--- config.mk ---
export PLATFORM = sky130hd
export DESIGN_NAME = itba_div
export DESIGN_NICKNAME = d
export VERILOG_FILES = /design/src/sv/itba_pkg.sv /design/src/sv/itba_div.sv
export SDC_FILE = /design/constraint.sdc
export NUM_CORES = 1
export LEC_CHECK = 0
export BUFFER_PORTS_ARGS = -buffer_cell sky130_fd_sc_hd__buf_2
export CAP_MARGIN = 10
export CORE_ASPECT_RATIO = 0.5
export CORE_MARGIN = 10
export CORE_UTILIZATION = 53
export CTS_BUF_LIST = sky130_fd_sc_hd__clkbuf_8
export DETAILED_ROUTE_END_ITERATION = 12
export HOLD_SLACK_MARGIN = 0.05
export PLACE_DENSITY = 0.88
export SKIP_CTS_REPAIR_TIMING = 1
export SLEW_MARGIN = 20
export SYNTH_ARGS = -nofsm -noshare
export SYNTH_HDL_FRONTEND = slang
export SYNTH_SLANG_ARGS = --single-unit
--- constraint.sdc ---
create_clock -name clock -period 4 [get_ports clock]
set_input_delay 0.8 -clock clock [delete_from_list [all_inputs] [get_ports clock]]
set_output_delay 0.8 -clock clock [all_outputs]
set_load 0.01 [all_outputs]
--- src/sv/itba_pkg.sv ---
package itba_pkg;

   // Field widths
   localparam int TIME_W     = 32;
   localparam int WIDTH_W    = 31;
   localparam int BIN_W      = 40;
   localparam int READ_BIN_W = 10;
   localparam int FRAC_BITS  = 16;
   localparam int FRAC_W     = FRAC_BITS + 1;
   localparam int DELTA_W    = FRAC_W + 1;
   localparam int STEP_W     = 6;

   // Store depth default
   localparam int NUM_BINS_DEFAULT = 1024;

   // Divider step counts: full bin index, and sixteen fraction bits
   localparam logic [STEP_W-1:0] DIV_STEPS_BIN  = STEP_W'(TIME_W);
   localparam logic [STEP_W-1:0] DIV_STEPS_FRAC = STEP_W'(FRAC_BITS);

   // One whole bin as a Q16 fraction
   localparam logic [FRAC_W-1:0] FRAC_ONE = FRAC_W'(1) << FRAC_BITS;

   // Configuration port
   localparam int CSR_INDEX_W = 1;
   localparam int CSR_DATA_W  = 32;
   localparam logic [CSR_INDEX_W-1:0] CSR_TIME_REFERENCE = CSR_INDEX_W'(0);
   localparam logic [CSR_INDEX_W-1:0] CSR_BIN_WIDTH      = CSR_INDEX_W'(1);
   localparam logic [WIDTH_W-1:0]     BIN_WIDTH_RESET    = WIDTH_W'(65536);

   // Operation codes
   localparam logic OP_ADD  = 1'b0;
   localparam logic OP_READ = 1'b1;

   typedef enum logic [3:0] {
      ST_CLEAR,
      ST_IDLE,
      ST_CHECK,
      ST_DIV_A,
      ST_DIV_B,
      ST_RANGE,
      ST_FRAC_A,
      ST_FRAC_B,
      ST_READ,
      ST_UPD_RD,
      ST_UPD_WR,
      ST_FINISH
   } state_type;

   typedef struct packed {
      logic                start;
      logic [TIME_W-1:0]   dividend;
      logic [WIDTH_W-1:0]  rem_init;
      logic [STEP_W-1:0]   steps;
   } div_req_type;

   typedef struct packed {
      logic                busy;
      logic                done;
      logic [TIME_W-1:0]   quot;
      logic [WIDTH_W-1:0]  rem;
   } div_rsp_type;

   typedef struct packed {
      logic rd;
      logic wr;
      logic clear;
   } store_cmd_type;

endpackage

--- src/sv/itba_div.sv ---
module itba_div (
   input  logic                          clock,
   input  logic                          reset,
   input  itba_pkg::div_req_type         req,
   input  logic [itba_pkg::WIDTH_W-1:0]  divisor,
   output itba_pkg::div_rsp_type         rsp
);
   import itba_pkg::*;

   logic                busy_ff, busy_in;
   logic                done_ff, done_in;
   logic [STEP_W-1:0]   cnt_ff, cnt_in;
   logic [WIDTH_W-1:0]  rem_ff, rem_in;
   logic [TIME_W-1:0]   qd_ff, qd_in;

   logic [WIDTH_W:0]    shifted;
   logic [WIDTH_W+1:0]  diff;
   logic                q_bit;

   // One restoring step: shift in the next dividend bit, subtract if it fits
   always_comb begin
      shifted = {rem_ff, qd_ff[TIME_W-1]};
      diff    = {1'b0, shifted} - {2'b00, divisor};
      q_bit   = ~diff[WIDTH_W+1];
   end

   always_comb begin
      busy_in = busy_ff;
      done_in = 1'b0;
      cnt_in  = cnt_ff;
      rem_in  = rem_ff;
      qd_in   = qd_ff;
      if (req.start) begin
         busy_in = 1'b1;
         cnt_in  = req.steps;
         rem_in  = req.rem_init;
         qd_in   = req.dividend;
      end else if (busy_ff) begin
         rem_in = q_bit ? diff[WIDTH_W-1:0] : shifted[WIDTH_W-1:0];
         qd_in  = {qd_ff[TIME_W-2:0], q_bit};
         cnt_in = cnt_ff - STEP_W'(1);
         if (cnt_ff == STEP_W'(1)) begin
            busy_in = 1'b0;
            done_in = 1'b1;
         end
      end
   end

   always_ff @(posedge clock) begin
      if (reset) begin
         busy_ff <= 1'b0;
         done_ff <= 1'b0;
         cnt_ff  <= '0;
      end else begin
         busy_ff <= busy_in;
         done_ff <= done_in;
         cnt_ff  <= cnt_in;
      end
      rem_ff <= rem_in;
      qd_ff  <= qd_in;
   end

   assign rsp.busy = busy_ff;
   assign rsp.done = done_ff;
   assign rsp.quot = qd_ff;
   assign rsp.rem  = rem_ff;

   // The partial remainder stays below the divisor throughout a division
   a_rem_below: assert property (@(posedge clock) disable iff (reset)
      busy_ff |-> (rem_ff < divisor))
      else $error("divider remainder not below divisor");

   a_no_restart: assert property (@(posedge clock) disable iff (reset)
      req.start |-> !busy_ff)
      else $error("divider started while busy");

   a_done_idle: assert property (@(posedge clock) disable iff (reset)
      done_ff |-> (!busy_ff && $past(busy_ff)))
      else $error("divider done without a finished division");

endmodule

==> run_results.csv <==
group,metric,value,unit
die,core,8980,um^2
die,rows,24,
sta,fmax,270,MHz
logic_synthesis,syn_inst,501,
place,post_dp_cell_area,5980,um^2
clock_network,clkTransAtPathRegs,80,ps
place,dp_slack,-59.6,ps
logic_synthesis,synth_top_flop_cell,"edfxtp_1",
worst_setup_path,r2r_start,"qd_ff[31]",
power_and_ir_drop,p_clk_share,20.4,%
worst_setup_path,r2r_setup_slack,410,ps
drt,wl_per_cell,17.1,um
outcome,outcome,"finished, final reports clean",
sta,rsz0062_at_grt,"false",
sta,tightest_slew,724,ps
sta,fin_crit,3700,ps
power_and_ir_drop,p_sw,1120,uW
drt,vias,4294,
sta,skew,10.2,ps
die,start_util,56.0,%
logic_synthesis,synth_cell_type_count,58,
clock_network,clock_sinks,71,
die,die_area,14000,um^2
global_routing,grt_pass1_wl,21.7,mm
logic_synthesis,ys_ff_latch,71,
worst_setup_path,cp.required,4090,ps
layout,multi_input_area,2710,um^2
die,die_h,88.8,um
worst_setup_path,crit_path_start_kind,"primary input",
worst_setup_path,worstReg2RegEnd,"rem_ff[22]",
logic_synthesis,syn_area_per_cell,10.0,um^2
power_and_ir_drop,combPwrFrac,44.6,%
power_and_ir_drop,p_int,1890,uW
clock_network,cts_buffer_depth,2,
sta,hold_ws,579,ps
sta,finalHoldViolCount,0,
power_and_ir_drop,p_leak,0.00287,uW
worst_setup_path,crit_type,"primary input to flop",
clock_network,htreeDepth,3,
clock_network,cts_tree,"done",
place,hpwlAfterDp,10.5,mm
sta,slew_viol_final,0,
drt,viasPerCell,5.44,
clock_network,ctsRootBufferMaster,"clkbuf_8",
layout,n_antenna_cell,0,
power_and_ir_drop,seqPwrFrac,35.0,%
power_and_ir_drop,power_density,488,nW/um^2
logic_synthesis,async_flop_share,0,%
layout,nFillCells,699,
worst_setup_path,path_max_fanout,23,
drt,drt_first_pass_iters,5,
worst_hold_path,holdCritPathClass,"flop to flop",
worst_setup_path,reg2reg_depth,14,
global_routing,grt_max_degree,54,
layout,final_nets,805,
clock_network,cts_made_buffers,9,
die,io_pins,168,
worst_setup_path,endpoint,"rem_ff[22]",
sta,setup_viol,0,
clock_network,insertion_delay,370,ps
layout,seqCellArea,2050,um^2
drt,drtAntennaViolNets,0,
worst_setup_path,crit_arrival,3790,ps
logic_synthesis,seq_area_frac_synth,40.8,%
logic_synthesis,syn_nets,638,
layout,area_delta_synth_final,23.0,%
drt,drc,0,
global_routing,grt_overflow,0,
sta,post-route-period-util,92.5,%
power_and_ir_drop,finalPower,3010,uW
global_routing,grtUsageTotal,19.3,%
power_and_ir_drop,swShare,37.3,%
global_routing,grt_pass1_vias,4526,
logic_synthesis,syn-cell-area,5020,um^2
logic_synthesis,synth-edff-count,63,
sta,relSlewSlack,51.7,%
power_and_ir_drop,peakVddDrop,0.000297,V
place,gp_congestion,0.839,
layout,layout-drive-gt1-share,34.9,%
worst_setup_path,worstSetupEndpointType,"flop",
drt,routed_wl,13.5,mm
global_routing,antenna_found_initial,0,
logic_synthesis,yosysWarningCount,0,
place,place.port_buffers,167,
drt,drt_iter0_drc,177,
layout,final_area,6180,um^2
die,die_x,158,um
sta,worst_slack,299,ps
job,cap_violations,0,
worst_setup_path,crit_start,"divisor[0]",
==> worst max-delay path, cell delays in order <==
cell and delay [ps]:
buf_2 100, ha_1 220, fa_1 420, and2b_1 240
o211ai_1 130, a31oi_2 210, nand4_1 150, a31oi_2 240
a21o_2 210, a31oi_4 110, o31a_4 490, buf_4 210
mux2i_1 160, a21oi_1 90
==> stage by stage <==
stage / instances / TNS (ps) / util [%]
after global routing: 790 / 0 / 68.8
after CTS: 790 / 0 / 68.8
after global placement: 774 / 0 / 66.6
final: 790 / 0 / 68.8
after detailed placement: 774 / -481 / 66.6
after floorplan: 501 / 0 / -
==> worst min-delay path by stage <==
stage / startpoint / end / slack [ps] / cells past startpoint
5_1_grt: qd_ff[29] / qd_ff[30] / 590 / 1
6_report: qd_ff[29] / qd_ff[30] / 580 / 1
2_1_floorplan: cnt_ff[5] / busy_ff / 520 / 2
4_1_cts: qd_ff[29] / qd_ff[30] / 580 / 1
3_3_place_gp: qd_ff[4] / qd_ff[5] / 550 / 1
3_5_place_dp: qd_ff[27] / qd_ff[28] / 560 / 1
==> power by group through the flow <==
stage	Combinational [uW]	Sequential [uW]	Clock, uW
3_5_place_dp	1330	1070	0
6_report	1340	1060	614
4_1_cts	1350	1060	629
5_1_grt	1500	1070	649
3_3_place_gp	1310	1070	0
2_1_floorplan	934	1110	0
==> final cells by class <==
class                      instances  share of cell area, %
clock inverter                     7                   1.28
multi-input combinational        368                   43.8
timing repair buffer             176                   14.8
sequential                        71                   33.2
inverter                          42                   2.55
tap                              117                   2.37
clock buffer                       9                   2.00
==> cells by family (layout without fill, tap and decap cells) <==
logic type      count (synthesis)  after routing  synth area share [%]
simple gates                  130            130                  12.4
compound gates                118            118                  15.6
flops                          71             71                  40.8
buf+inv                        62            234                  5.28
mux                            56             56                  12.0
fa+ha+maj                      34             34                  8.62
xor+xnor                       30             30                  5.23
==> synth_stat cells (all sizes together) (4+ instances only) <==
library cell / instances / share of area (%)
edfxtp: 63 / 38
a21oi: 54 / 5.5
nor2: 50 / 3.7
inv: 42 / 3.1
ha: 33 / 8.2
mux2: 33 / 7.4
nand2: 28 / 2.1
mux2i: 23 / 4.6
xnor2: 20 / 3.5
a21o: 13 / 2.0
buf: 11 / 1.5
a31oi: 10 / 1.8
xor2: 10 / 1.7
and3: 9 / 1.1
clkbuf: 9 / 0.67
dfxtp: 8 / 3.2
nand2b: 8 / 1.0
nand3: 8 / 0.80
o21ai: 7 / 0.70
o21a: 5 / 0.75
a211oi: 4 / 0.60
a2bb2oi: 4 / 0.70
nor2b: 4 / 0.50
nor3: 4 / 0.40
==> routing by layer <==
layer / global-route usage (%) / part of all wire [%]
met5: 0 / 0
met4: 6.75 / 1.7
met3: 4.60 / 5.5
met2: 35.9 / 53
met1: 21.5 / 40
==> cells in the final DEF (no fill, tap or decap), drive strengths merged, types with 4 or more instances in the layout <==
master   instances
xor2            10
clkinv           4
ha              33
o21ai            7
a21o            13
mux2i           23
nor3             4
mux2            33
nor2b            4
a211oi           4
dfxtp            8
nor2            50
nand2           28
buf            176
nand3            8
a31oi           10
clkbuf           9
inv             44
o21a             5
xnor2           20
a2bb2oi          4
a21oi           54
edfxtp          63
nand2b           8
and3             9
==> registers in the layout, indices dropped and copies added, names as in the netlist <==
register / cells
done_ff: 1
qd_ff: 32
rem_ff: 31
busy_ff: 1
cnt_ff: 6
Note: power is estimated with default switching activity, not from simulation.
